## config.mk

```make
export PLATFORM = sky130hd
export DESIGN_NAME = lla_grid_mem
export DESIGN_NICKNAME = d
export VERILOG_FILES = /design/src/design/lla_pkg.sv /design/src/design/lla_grid_mem.sv
export SDC_FILE = /design/constraint.sdc
export NUM_CORES = 2
export LEC_CHECK = 0
export ABC_AREA = 1
export ABC_CLOCK_PERIOD_IN_PS = 4700
export BUFFER_PORTS_ARGS = -buffer_cell sky130_fd_sc_hd__buf_2
export CORE_ASPECT_RATIO = 1.75
export CORE_MARGIN = 3
export CORE_UTILIZATION = 40
export DETAILED_ROUTE_END_ITERATION = 16
export PLACE_DENSITY_LB_ADDON = 0.3
export RECOVER_POWER = 25
export SLEW_MARGIN = 20
export SYNTH_ARGS = -nofsm -noshare
export SYNTH_HDL_FRONTEND = slang
export SYNTH_SLANG_ARGS = --single-unit
```

## constraint.sdc

```tcl
create_clock -name clock -period 4.7 [get_ports clock]
set_clock_uncertainty 0.05 [all_clocks]
set_input_delay 0.47 -clock clock [delete_from_list [all_inputs] [get_ports clock]]
set_output_delay 0.47 -clock clock [all_outputs]
set_load 0.01 [all_outputs]
```

## src/design/lla_pkg.sv

```systemverilog
// Shared constants, codes and request/response types for the life-like automaton block.
`timescale 1ns / 1ps
package lla_pkg;

   localparam int MAX_ROWS   = 64;
   localparam int MAX_COLS   = 64;
   localparam int ROW_AW     = $clog2(MAX_ROWS);
   localparam int COL_AW     = $clog2(MAX_COLS);
   localparam int ROW_CW     = $clog2(MAX_ROWS + 1);
   localparam int COL_CW     = $clog2(MAX_COLS + 1);
   localparam int GEN_CW     = $clog2(MAX_ROWS + 2);
   localparam int MOD_W      = (ROW_CW > COL_CW) ? ROW_CW : COL_CW;
   localparam int COORD_W    = 8;
   localparam int WRAP_CNT_W = $clog2(COORD_W + 1);
   localparam int SIZE_W     = 7;
   localparam int MASK_W     = 9;
   localparam int GEN_W      = 32;
   localparam int CSR_AW     = 2;
   localparam int CSR_DW     = 9;

   typedef enum logic [1:0] {
      OP_WRITE = 2'd0,
      OP_READ  = 2'd1,
      OP_STEP  = 2'd2,
      OP_NONE  = 2'd3
   } op_type;

   typedef enum logic [CSR_AW-1:0] {
      CSR_ROW_COUNT    = 2'd0,
      CSR_COL_COUNT    = 2'd1,
      CSR_BIRTH_MASK   = 2'd2,
      CSR_SURVIVE_MASK = 2'd3
   } csr_index_type;

   typedef struct packed {
      op_type                    op;
      logic signed [COORD_W-1:0] row;
      logic signed [COORD_W-1:0] col;
      logic                      alive;
   } req_type;

   typedef struct packed {
      logic             cell_alive;
      logic [GEN_W-1:0] generation;
      logic             range_error;
   } rsp_type;

   typedef struct packed {
      logic                en;
      logic [ROW_AW-1:0]   addr;
      logic [MAX_COLS-1:0] data;
   } grid_wr_type;

   typedef struct packed {
      logic              en;
      logic [ROW_AW-1:0] addr;
   } grid_rd_type;

endpackage

```

## src/design/lla_grid_mem.sv

```systemverilog
// Cell grid row memory: one write port, one registered read port, per-row valid bits.
`timescale 1ns / 1ps
module lla_grid_mem (
   input  logic                         clock,
   input  logic                         reset,
   input  lla_pkg::grid_wr_type         wr,
   input  lla_pkg::grid_rd_type         rd,
   output logic [lla_pkg::MAX_COLS-1:0] rd_data
);
   import lla_pkg::*;

   logic [MAX_COLS-1:0] grid_mem [MAX_ROWS];
   logic [MAX_ROWS-1:0] row_valid_ff;
   logic [MAX_COLS-1:0] rd_raw_ff;
   logic                rd_valid_ff;

   always_ff @(posedge clock) begin
      if (wr.en) begin
         grid_mem[wr.addr] <= wr.data;
      end
      if (rd.en) begin
         rd_raw_ff <= grid_mem[rd.addr];
      end
   end

   always_ff @(posedge clock) begin
      if (reset) begin
         row_valid_ff <= '0;
         rd_valid_ff  <= 1'b0;
      end else begin
         if (wr.en) begin
            row_valid_ff[wr.addr] <= 1'b1;
         end
         if (rd.en) begin
            rd_valid_ff <= row_valid_ff[rd.addr];
         end
      end
   end

   assign rd_data = rd_valid_ff ? rd_raw_ff : '0;

endmodule

```

* After elaboration in Yosys (flattened, before gate mapping)
Memory sizes are Yosys's and may differ from the RTL's. A register that Yosys moved wholly into a read port is not among the register bits. Cells that the tools add are included. Widths: inputs -> output; s select.
Operators by class: reductions and logical operators 1, mux-type cells 7, bitwise gates (word level) 1, magnitude comparators 3
Operators by type and width (number):
- $mux 64 | 1
- $or 64x64->64 | 1
- $lt 6x7->1 const B | 2
- $bmux 1 s6 | 1
- $demux 1 s6 | 1
- $ge 6x1->1 const B | 1
- $mux 1 | 4
- $logic_and 1x1->1 | 1
Word-level totals: input port bits 80, logic and storage cells 15, output and inout port bits 64, flip-flop bits (word level) 65, RAM bits 4096, memories 1
Memories:
- grid_mem | words 64, width 64, read ports 1, clocked after Yosys merged registers in 1, write ports 1, line lla_grid_mem.sv:12 | logic [MAX_COLS-1:0] grid_mem [MAX_ROWS];

* Longest topological paths before layout
word-level depth 5, mapped depth 15, gate-level depth less buffers 11

* Least setup slack after synthesis
OpenSTA, ideal clock, no wires.
path type input -> register, start point input port wr[70] (netlist bit), end point memory grid_mem[55][0], enable pin, cell stages on the path 4, arrival time 3703 ps, buffers on the path 0, path slack 459 ps, data required time 4162 ps, library setup time 488 ps, cell sequence clkinv_1 nor3_1 inv_1 nor2_1
Between the ends: longest elaborated chain between the ends 2
Ends and longest elaborated chain:
- start, declared | line lla_grid_mem.sv:6 | input lla_pkg::grid_wr_type wr,
- $mux 1 | line lla_grid_mem.sv:18 | if (wr.en) begin
- $mux 1 (implied by the code) | line lla_grid_mem.sv:19 | grid_mem[wr.addr] <= wr.data;
- end, declared | line lla_grid_mem.sv:12
Every way passes these cells.

* Worst setup path after layout
start point register rd_valid_ff, end point output port rd_data[41] (netlist bit)
Between the ends: longest elaborated chain between the ends 1
Ends and longest elaborated chain:
- start, declared | line lla_grid_mem.sv:15 | logic rd_valid_ff;
- start signal, assigned | line lla_grid_mem.sv:35 | rd_valid_ff <= row_valid_ff[rd.addr];
- $mux 64 | line lla_grid_mem.sv:40 | assign rd_data = rd_valid_ff ? rd_raw_ff : '0;
- end, declared | line lla_grid_mem.sv:8 | output logic [lla_pkg::MAX_COLS-1:0] rd_data
Every way passes these cells.

==> run_results.csv <==
group,metric,value,unit
place,placedCellCount,18000,
critical_path,crit_path_start,"rd_valid_ff",
logic_synthesis,ys_seq_area_share,76.2,%
critical_path,startpoint_type,"register",
place,gp_congestion,0.806,
timing,drv_slew,2340,
clock_tree,clock-root-buffer,"clkbuf_16",
grt,overflow,0,
clock_tree,cts.path.max_buffers,4,
timing,final.setup.tns,0,ns
critical_path,arrival,3.18,ns
logic_synthesis,synthTopCellsByArea,"edfxtp_1, o21ai_0, nor2_1",
floorplanning,die_w,492,um
floorplanning,die_area,0.422,mm^2
power_and_ir_drop,power_frac_clock,39.5,%
power_and_ir_drop,swShare,22.5,%
power_and_ir_drop,power.leakage,0.0606,uW
critical_path,cp.required,4.18,ns
power_and_ir_drop,ir_worst_vdd,0.322,mV
timing,tightest_slew,2.92,ns
run_status,violations,"max-capacitance violations, max-slew violations",
logic_synthesis,synthArstFlopShare,0,%
clock_tree,cts_tree,"yes",
routing,drtAntennaViolNets,0,
clock_tree,postCtsSetupBuffers,0,
grt,grt_max_degree,182,
worst_hold_path,min_from,"rd[4]",
layout,syn_to_final_growth,12.4,%
timing,relSlewSlack,-94.9,%
power_and_ir_drop,seqPwrFrac,54.6,%
layout,fin_cells,18700,
floorplanning,initial_utilization,40.2,%
grt,grt_pass1_wl,768,mm
logic_synthesis,synth_common_cells,"edfxtp_1, nor2_1, o21ai_0",
logic_synthesis,synthSimpleGateAreaFrac,11.2,%
critical_path,crit_path_top_delay_cell,"dfxtp_4",
critical_path,crit_buf_inv,2,
clock_tree,hold_buffers,4,
critical_path,worstSetupPathType,"reg2out",
floorplanning,chipHeight,857,um
logic_synthesis,ys_types,19,
power_and_ir_drop,p_sw,17300,uW
timing,setup_viol,0,
layout,layout.nets,13000,
floorplanning,core_area,0.412,mm^2
timing,rsz0062_at_grt,"false",
power_and_ir_drop,pwr-share-comb,5.9,%
timing,post-route-worst-setup-slack,1.00,ns
logic_synthesis,synth_compound_area_share,9.82,%
logic_synthesis,synthMostInstantiatedCell,"edfxtp_1",
run_status,outcome,"finished, violations left",
routing,routed_wl,543,mm
grt,antenna_found_initial,36,
logic_synthesis,synth_seq_cells,4225,
power_and_ir_drop,p_per_area,413,mW/mm^2
critical_path,cp_slowest_stage_delay,1.00,ns
grt,grt_pass1_vias,106000,
job,cap_violations,36,
routing,dr.pass1.iters,8,
routing,drc,0,
routing,routedWlPerCell,29.1,um
critical_path,cp_top_family,"flip-flops",
logic_synthesis,yosysWarnings,0,
worst_hold_path,hold_path.class,"in2reg",
place,dpl.hpwl,277,mm
critical_path,crit_fanout,37,
logic_synthesis,synth-edff-count,4160,
logic_synthesis,syn_inst,13000,
logic_synthesis,synth_flop_cell,"edfxtp_1",
place,portBuffers,143,
critical_path,r2r-start,"grid_mem[61][55]",
routing,dr_total_vias,111000,
logic_synthesis,synth_top_family_by_area,"simple AND/OR/NAND/NOR gates",
timing,period_minus_slack,3.70,ns
place,dp_slack,1.21,ns
power_and_ir_drop,power,76800,uW
routing,via_per_inst,5.95,
critical_path,crit_chain,"nand2_1 -> inv_1 -> buf_2",
grt,grt_usage,25.0,%
logic_synthesis,synth.avg_cell_area,12.8,um^2
logic_synthesis,netlist.area_leader.share,75.4,%
power_and_ir_drop,p_int,59500,uW
logic_synthesis,muxShareOfSynthArea,0,%
floorplanning,rows,312,
timing,whs,0.0963,ns
critical_path,end_kind,"output port",
logic_synthesis,syn_area,0.166,mm^2
clock_tree,clock_latency,0.96,ns
floorplanning,ios,144,
layout,drive_above_1_share,7.75,%
clock_tree,cts.repair.resized,0,
clock_tree,clk_pin_slew,0.07,ns
logic_synthesis,synth_top_area_cell,"edfxtp_1",
routing,drtIter0Drc,13000,
timing,timing.final.crit_share,78.6,%
clock_tree,clock_sinks,4225,
logic_synthesis,synth_xor_area_share,0,%
logic_synthesis,synth_fa_ha_area_share,0,%
timing,fmax,0.271,GHz
clock_tree,h-tree-depth,5,
clock_tree,cts_buffers,364,
logic_synthesis,syn_nets,13000,
timing,hold_viol,0,
==> power groups by stage <==
stage / clock network (uW) / registers [uW] / logic, uW
final: 30300 / 41900 / 4540
after detailed placement: 0 / 42700 / 4510
after global placement: 0 / 42700 / 4470
after floorplan: 0 / 42600 / 2500
after CTS: 30700 / 41900 / 4520
after global routing: 32000 / 41900 / 4930
==> worst paths after layout <==
check | endpoint | slack (ns) | cells past startpoint
worst max register to register | rd_raw_ff[55] | 2.81 | 8
worst min register to register | row_valid_ff[30] | 0.42 | 2
worst max-delay path | rd_data[41] | 1.00 | 3
worst min-delay path | rd_raw_ff[34] | 0.1 | 5
==> final cells by class <==
cell class	count	area, um^2
multi-input combinational	7646	35400
fill	36900	226000
clock inverter	215	2120
inverter	165	671
sequential	4225	126000
tap	5495	6880
timing repair buffer	489	5200
clock buffer	438	9530
antenna	18	45.0
==> state kept, by name (all words and copies together) (netlist names) <==
name and count:
rd_raw_ff 64, grid_mem 4096, rd_valid_ff 1, row_valid_ff 64
==> metrics by stage <==
| step | util [%] | cell area [um^2] |
|---|---|---|
| finish | 45.1 | 186000 |
| global route | 45.1 | 186000 |
| CTS | 45.1 | 186000 |
| floorplan | - | 166000 |
| global placement | 42.3 | 174000 |
| detailed placement | 42.3 | 174000 |
==> worst register-to-register path, cell delays in order (launching register included) <==
cell and delay, ns:
edfxtp_1 0.36, o21ai_0 0.18, o22ai_1 0.10, nand2_1 0.07, nand3_1 0.22, nand3_1 0.31, nand2_1 0.16, nand2_1 0.11
nand2_1 0.09
==> routing by layer <==
metal  routed length [um]  GRT usage, %  vias to the layer above
li1                     -             -                    47300
met1               193000          30.1                    56700
met2               269000          42.8                     5777
met3                47100          4.16                     1445
met4                34300          13.5                       14
met5                   74             0                        -
==> cell families (layout without fill, tap and decap cells) <==
family	after synthesis	in the layout
AND/OR/NAND/NOR	4638	4638
flip-flops	4225	4225
AO/OA/AOI/OAI	3008	3008
other	0	18
buffers and inverters	1086	1307
==> cells in the final DEF (no fill, tap or decap), types with 4 or more instances in the layout <==
cell type,count
clkinv_8,4
clkinv_2,63
clkbuf_1,104
inv_8,4
diode_2,18
clkinv_1,81
clkinvlp_4,13
buf_2,106
clkbuf_16,368
buf_8,4
o21ai_0,1983
inv_1,158
edfxtp_1,4160
nor2_1,2060
o22ai_1,960
dfxtp_1,64
nand2_1,1543
clkbuf_8,6
buf_4,178
bufinv_16,38
nand3_1,957
dlygate4sd3_1,8
clkinv_4,4
inv_6,10
a21oi_1,64
buf_12,151
nor3_1,14
inv_16,4
nor2_4,64
Note: power is estimated with default switching activity, not from simulation.
