$ cat src/design/lla_pkg.sv
// Shared constants, codes and request/response types for the life-like automaton block.
`timescale 1ns / 1ps
package lla_pkg;

   localparam int MAX_ROWS   = 64;
   localparam int MAX_COLS   = 64;
   localparam int ROW_AW     = $clog2(MAX_ROWS);
   localparam int COL_AW     = $clog2(MAX_COLS);
   localparam int ROW_CW     = $clog2(MAX_ROWS + 1);
   localparam int COL_CW     = $clog2(MAX_COLS + 1);
   localparam int GEN_CW     = $clog2(MAX_ROWS + 2);
   localparam int MOD_W      = (ROW_CW > COL_CW) ? ROW_CW : COL_CW;
   localparam int COORD_W    = 8;
   localparam int WRAP_CNT_W = $clog2(COORD_W + 1);
   localparam int SIZE_W     = 7;
   localparam int MASK_W     = 9;
   localparam int GEN_W      = 32;
   localparam int CSR_AW     = 2;
   localparam int CSR_DW     = 9;

   typedef enum logic [1:0] {
      OP_WRITE = 2'd0,
      OP_READ  = 2'd1,
      OP_STEP  = 2'd2,
      OP_NONE  = 2'd3
   } op_type;

   typedef enum logic [CSR_AW-1:0] {
      CSR_ROW_COUNT    = 2'd0,
      CSR_COL_COUNT    = 2'd1,
      CSR_BIRTH_MASK   = 2'd2,
      CSR_SURVIVE_MASK = 2'd3
   } csr_index_type;

   typedef struct packed {
      op_type                    op;
      logic signed [COORD_W-1:0] row;
      logic signed [COORD_W-1:0] col;
      logic                      alive;
   } req_type;

   typedef struct packed {
      logic             cell_alive;
      logic [GEN_W-1:0] generation;
      logic             range_error;
   } rsp_type;

   typedef struct packed {
      logic                en;
      logic [ROW_AW-1:0]   addr;
      logic [MAX_COLS-1:0] data;
   } grid_wr_type;

   typedef struct packed {
      logic              en;
      logic [ROW_AW-1:0] addr;
   } grid_rd_type;

endpackage

$ cat src/design/lla_wrap.sv
// Iterative signed-coordinate wrap unit: restoring remainder, one bit per cycle.
`timescale 1ns / 1ps
module lla_wrap (
   input  logic                              clock,
   input  logic                              reset,
   input  logic                              start,
   input  logic signed [lla_pkg::COORD_W-1:0] value,
   input  logic [lla_pkg::MOD_W-1:0]         modulus,
   output logic                              done,
   output logic [lla_pkg::MOD_W-1:0]         result
);
   import lla_pkg::*;

   logic [COORD_W-1:0]    mag_ff;
   logic [COORD_W-1:0]    mag_in;
   logic                  neg_ff;
   logic [MOD_W-1:0]      rem_ff;
   logic [MOD_W-1:0]      rem_in;
   logic [MOD_W:0]        shifted;
   logic [WRAP_CNT_W-1:0] cnt_ff;
   logic                  busy_ff;
   logic                  done_ff;

   always_comb begin
      shifted = {rem_ff, mag_ff[COORD_W-1]};
      if (shifted >= {1'b0, modulus}) begin
         rem_in = MOD_W'(shifted - {1'b0, modulus});
      end else begin
         rem_in = MOD_W'(shifted);
      end
      mag_in = value[COORD_W-1] ? COORD_W'(-value) : COORD_W'(value);
   end

   always_ff @(posedge clock) begin
      if (start) begin
         mag_ff <= mag_in;
         neg_ff <= value[COORD_W-1];
         rem_ff <= '0;
      end else if (busy_ff) begin
         mag_ff <= {mag_ff[COORD_W-2:0], 1'b0};
         rem_ff <= rem_in;
      end
   end

   always_ff @(posedge clock) begin
      if (reset) begin
         busy_ff <= 1'b0;
         done_ff <= 1'b0;
         cnt_ff  <= '0;
      end else begin
         done_ff <= 1'b0;
         if (start) begin
            busy_ff <= 1'b1;
            cnt_ff  <= WRAP_CNT_W'(COORD_W);
         end else if (busy_ff) begin
            cnt_ff <= cnt_ff - WRAP_CNT_W'(1);
            if (cnt_ff == WRAP_CNT_W'(1)) begin
               busy_ff <= 1'b0;
               done_ff <= 1'b1;
            end
         end
      end
   end

   assign done   = done_ff;
   assign result = (neg_ff && (rem_ff != '0)) ? MOD_W'(modulus - rem_ff) : rem_ff;

endmodule

$ cat config.mk
export PLATFORM = sky130hd
export DESIGN_NAME = lla_wrap
export DESIGN_NICKNAME = d
export VERILOG_FILES = /design/src/design/lla_pkg.sv /design/src/design/lla_wrap.sv
export SDC_FILE = /design/constraint.sdc
export NUM_CORES = 1
export LEC_CHECK = 0
export BUFFER_PORTS_ARGS = -buffer_cell sky130_fd_sc_hd__buf_2
export CELL_PAD_IN_SITES_DETAIL_PLACEMENT = 2
export CELL_PAD_IN_SITES_GLOBAL_PLACEMENT = 2
export CORE_ASPECT_RATIO = 0.6
export CORE_MARGIN = 4
export CORE_UTILIZATION = 36
export DETAILED_ROUTE_END_ITERATION = 6
export PLACE_DENSITY_LB_ADDON = 0.1
export RECOVER_POWER = 50
export SLEW_MARGIN = 30
export SYNTH_ARGS = -nofsm -noshare
export SYNTH_HDL_FRONTEND = slang
export SYNTH_SLANG_ARGS = --single-unit
$ cat constraint.sdc
create_clock -name clock -period 3.1 [get_ports clock]
set_input_delay 0.155 -clock clock [delete_from_list [all_inputs] [get_ports clock]]
set_output_delay 0.155 -clock clock [all_outputs]
set_load 0.1 [all_outputs]
### Word-level counts from Yosys, hierarchy flattened

Index checks and enable logic that the tools add are counted.

| operators by class | value |
|---|---|
| $add $sub $neg | 4 |
| $lt $le $gt $ge | 1 |
| equal/unequal tests | 1 |
| mux-type cells | 11 |
| bitwise gates (word level) | 1 |
| reduce and logical (&&, ||, !) cells | 5 |

Operators by type and width:

| operator | count |
|---|---|
| 8-bit two-way mux | 3 |
| 7-bit two-way mux | 2 |
| 7-bit subtractor | 2 |
| 8-bit by 7-bit greater-or-equal comparator with 1-bit output | 1 |
| 4-bit two-way mux | 2 |
| 8-bit negation | 1 |
| 7-bit nonzero test | 1 |
| 4-bit by 1-bit equality test with 1-bit output, second input constant | 1 |
| 1-bit two-way mux | 4 |
| 4-bit by 1-bit subtractor with 4-bit output, second input constant | 1 |
| 3-bit OR reduction | 1 |
| 2-bit nonzero test | 1 |
| 2-bit OR reduction | 1 |
| 1-bit logical AND | 1 |
| 1-bit inverter | 1 |

| word-level totals | value |
|---|---|
| register bits | 22 |
| input port bits | 18 |
| output and inout bits | 8 |
| word-level logic and storage cells | 30 |

### Logic depth before layout (Yosys ltp)

| logic depth | value |
|---|---|
| depth in word-level cells | 4 |
| gate-level depth with buffers | 9 |
| gate-level depth less buffers | 9 |

### Least setup slack after synthesis

Ideal clock, no wire load.

| path | value |
|---|---|
| kind | reg-to-output |
| from | register rem_ff[0] |
| to | output result[4] (netlist bit) |
| arrival time | 3.570 ns |
| data required time | 2.945 ns |
| setup slack | -0.625 ns |
| cell stages (with the launch flop) | 8 |
| buffers on the path | 0 |
| cell sequence | dfxtp_1 > ha_1 > fa_1 > nand2b_1 > a21oi_1 > nor2_1 > xor2_1 > o21ai_0 |

| on the way | value |
|---|---|
| longest elaborated chain between the ends | 3 |
| elaborated cells between the ends (all ways) | 4 |
| those cells by class | add/sub: 1; mux: 1; reduce/logical: 2 |

Ends and longest elaborated chain:

| element | RTL line | text |
|---|---|---|
| start: declaration | lla_wrap.sv:17 | `logic [MOD_W-1:0] rem_ff;` |
| start signal: assignment | lla_wrap.sv:41 | `rem_ff <= rem_in;` |
| branches (longest 2 deep; another with 7-bit subtractor) | -- |  |
| 7-bit two-way mux (*) | lla_wrap.sv:66 | `assign result = (neg_ff && (rem_ff != '0)) ? MOD_W'(modulus - rem_ff) : rem_ff;` |
| end: declaration | lla_wrap.sv:10 | `output logic [lla_pkg::MOD_W-1:0] result` |

Mark *: on every way between the ends.

### Worst setup path in the final report

| path | value |
|---|---|
| from | register rem_ff[0] |
| to | output result[6] (netlist bit) |

The elaborated chain is that of the path after synthesis.

==> results_dict.tcl <==
set metrics [dict create \
    status "complete, no violations" \
    routabilityCongestion 0.824 \
    finalSetupTns_ns 0 \
    power_switching_w 0.000493 \
    vias 1605 \
    viasPerCell 5.35 \
    grt_pass1_vias 1726 \
    end_kind "output pin" \
    critPathLaunchType "flip-flop" \
    start_util_pct 37.9 \
    period_share_pct 91.1 \
    seq_power_share_pct 32.8 \
    clock_power_share_pct 22.2 \
    fin_total_pwr_w 0.00111 \
    fmaxAchievable_ghz 0.354 \
    maxCapViolCount 0 \
    intPower_w 0.000619 \
    die_w_um 98.4 \
    yosysWarnings 0 \
    maxSlewViolCount 0 \
    use_met2_pct 29.0 \
    grt_use_met1_pct 27.6 \
    hp-class "input port to flip-flop" \
    critPathArrivalTime_ns 2.67 \
    synth_seq_area_share_pct 30.0 \
    coreArea_mm2 0.00466 \
    dp_cells 296 \
    cp_cell_sequence "ha_1 > fa_1 > nand2b_1 > a21oi_1 > or4_1 > a21oi_1 > xor2_2 > clkbuf_4" \
    area_delta_synth_final_pct 14.2 \
    overflow 0 \
    die_h_um 62.2 \
    fin_cells 300 \
    cts-resized-gates 0 \
    port_buffers 25 \
    post-cts-setup-buffer-count 0 \
    worst_path_max_delay_cell "or4_1" \
    ioPinCount 26 \
    cts_buffers 3 \
    finClkSkew_ns 0.00434 \
    cpPeakStageDelay_ns 0.47 \
    antenna_cells 0 \
    antenna_found_initial 0 \
    cpMostUsedCell "a21oi_1" \
    switching_share_pct 44.3 \
    cts_max_level 1 \
    crit_type "flip-flop to output pin" \
    dieArea_mm2 0.00613 \
    rows 19 \
    relSlewSlack_pct 6.21 \
    nets 274 \
    worstPathRequired_ns 2.94 \
    p_per_area_mw_per_mm2 552 \
    grt_pass1_wl_mm 9.14 \
    drt_wl_total_mm 5.53 \
    yosysUniqueCellTypes 45 \
    combPwrFrac_pct 45.0 \
    cts_sinks 22 \
    finalSetupViolCount 0 \
    critPathMaxFanout 7 \
    cts_tree "done" \
    grt_usage_pct 18.7 \
    drive_gt1_share_pct 15.6 \
    synth-seq-cells 22 \
    drt_iter0_markers 57 \
    synth_nets 250 \
    worst_slew_pin_slew_ns 1.41 \
    clock_path_buffers 2 \
    synthesis.instances 214 \
    fillers 571 \
    synth_ff_type "dfxtp_1" \
    first_pass_iters 4 \
    hold_viol_final 0 \
    stdcell_area_mm2 0.00202 \
    synth_edf_count 9 \
    dp_hpwl_mm 4.37 \
    leakagePower_nw 0.855 \
    postCtsHoldBufs 0 \
    hold_ws_ns 0.112 \
    syn_area_per_cell_um2 8.25 \
    clk_pin_slew_ns 0.09 \
    drc 0 \
    cts-root-buf "clkbuf_8" \
    ant_nets 0 \
    grt_max_degree 33 \
    async_flop_share_pct 0 \
    grt_util_met3_pct 4.03 \
    vdd_drop_max_v 0.000179 \
    rsz0062_at_grt "false" \
    fin_crit_ns 2.82 \
    place_area_mm2 0.00195 \
    routedWlPerCell_um 18.4 \
    grt-busiest-layer "met2" \
    worst_skew_pair.late_latency_ns 0.27 \
    syn_area_mm2 0.00177 \
]
## metrics by stage
stage / utilization, % / setup WS (ns)
detailed placement: 41.9 / 0.324
finish: 43.3 / 0.276
global placement: 41.9 / 0.480
CTS: 43.3 / 0.00882
global route: 43.3 / 0.0441
floorplan: - / 0.0865
## cell usage after synthesis (2+ instances only)
cell type | instances | share of area, %
a31oi_1 | 2 | 0.71
dfxtp_1 | 13 | 15
o22ai_1 | 2 | 0.71
nor3_1 | 8 | 2.3
nand2b_1 | 4 | 1.4
edfxtp_1 | 9 | 15
nor2b_1 | 3 | 1.1
a311oi_1 | 2 | 0.99
or2_2 | 3 | 1.1
a21oi_1 | 18 | 5.1
o31ai_1 | 2 | 0.85
o21ai_0 | 8 | 2.3
clkbuf_1 | 6 | 1.3
or3_1 | 2 | 0.71
nand3_1 | 6 | 1.7
a31o_2 | 2 | 0.99
a211oi_1 | 3 | 1.3
nor4b_1 | 2 | 0.99
xnor2_1 | 3 | 1.5
fa_1 | 2 | 2.3
nor2_1 | 23 | 4.9
inv_1 | 23 | 4.9
ha_1 | 16 | 11
xor2_1 | 12 | 6.0
mux2i_1 | 4 | 2.3
nand2_1 | 17 | 3.6
## cells by family after synthesis
group | share of synthesized area [%]
fa+ha+maj | 13.6
simple gates | 21.5
flops | 30.0
xor+xnor | 7.44
compound gates | 18.3
mux | 2.27
buf+inv | 6.80
## registers in the layout, summed over array words and instances, names as in the netlist
register  count
busy_ff       1
cnt_ff        4
neg_ff        1
mag_ff        8
done          1
rem_ff        7
## layout make-up
class	instances	area, um^2	area share, %
flip-flops and latches	22	532	26.4
inverters	23	86.3	4.28
repair buffers	26	130	6.46
well taps	63	78.8	3.91
clock buffers	4	66.3	3.29
multi-input cells	162	1120	55.7
## final timing paths
kind,start,to,slack [ns],cells past startpoint
worst max-delay path,rem_ff[0],result[6],0.28,8
worst min-delay path,reset,cnt_ff[3],0.11,2
worst max register to register,mag_ff[7],rem_ff[3],0.76,9
worst min register to register,cnt_ff[1],cnt_ff[1],0.56,2
## layer usage
layer / part of all wire [%] / wire, um
met3: 3.3 / 181
met5: 0 / 0
met4: 0.14 / 8
met2: 45 / 2480
met1: 52 / 2850
## layout by cell type (no fill, tap or decap), types with 3 or more instances in the layout
cell type	synthesis	layout
inv_1	23	23
nor2_1	23	23
buf_2	0	20
a21oi_1	18	18
nand2_1	17	17
ha_1	16	16
dfxtp_1	13	12
xor2_1	12	11
edfxtp_1	9	9
nor3_1	8	8
nand3_1	6	6
o21ai_1	1	5
mux2i_1	4	4
nand2b_1	4	4
o21ai_0	8	4
clkbuf_1	6	4
nor2b_1	3	3
xnor2_1	3	3
a211oi_1	3	3
clkbuf_8	0	3
## power by group through the flow
stage                     Clock, W  Combinational [W]  Sequential [W]
after floorplan                  0           0.000393        0.000356
after global placement           0           0.000472        0.000367
after detailed placement         0           0.000497        0.000371
after CTS                 0.000251           0.000503        0.000364
after global routing      0.000270           0.000545        0.000369
final                     0.000247           0.000501        0.000364
## critical path: cells and delay by family (launching register included)
family                     cells  cell delay (ns)
buffers and inverters          1             0.34
AOI/OAI and AO/OA              2             0.37
adders and majority gates      2             0.47
and+or+nand+nor                2             0.63
xor gates and xnor gates       1             0.14
DFF                            1             0.43
No activity file was read; power rests on OpenSTA's default activity.
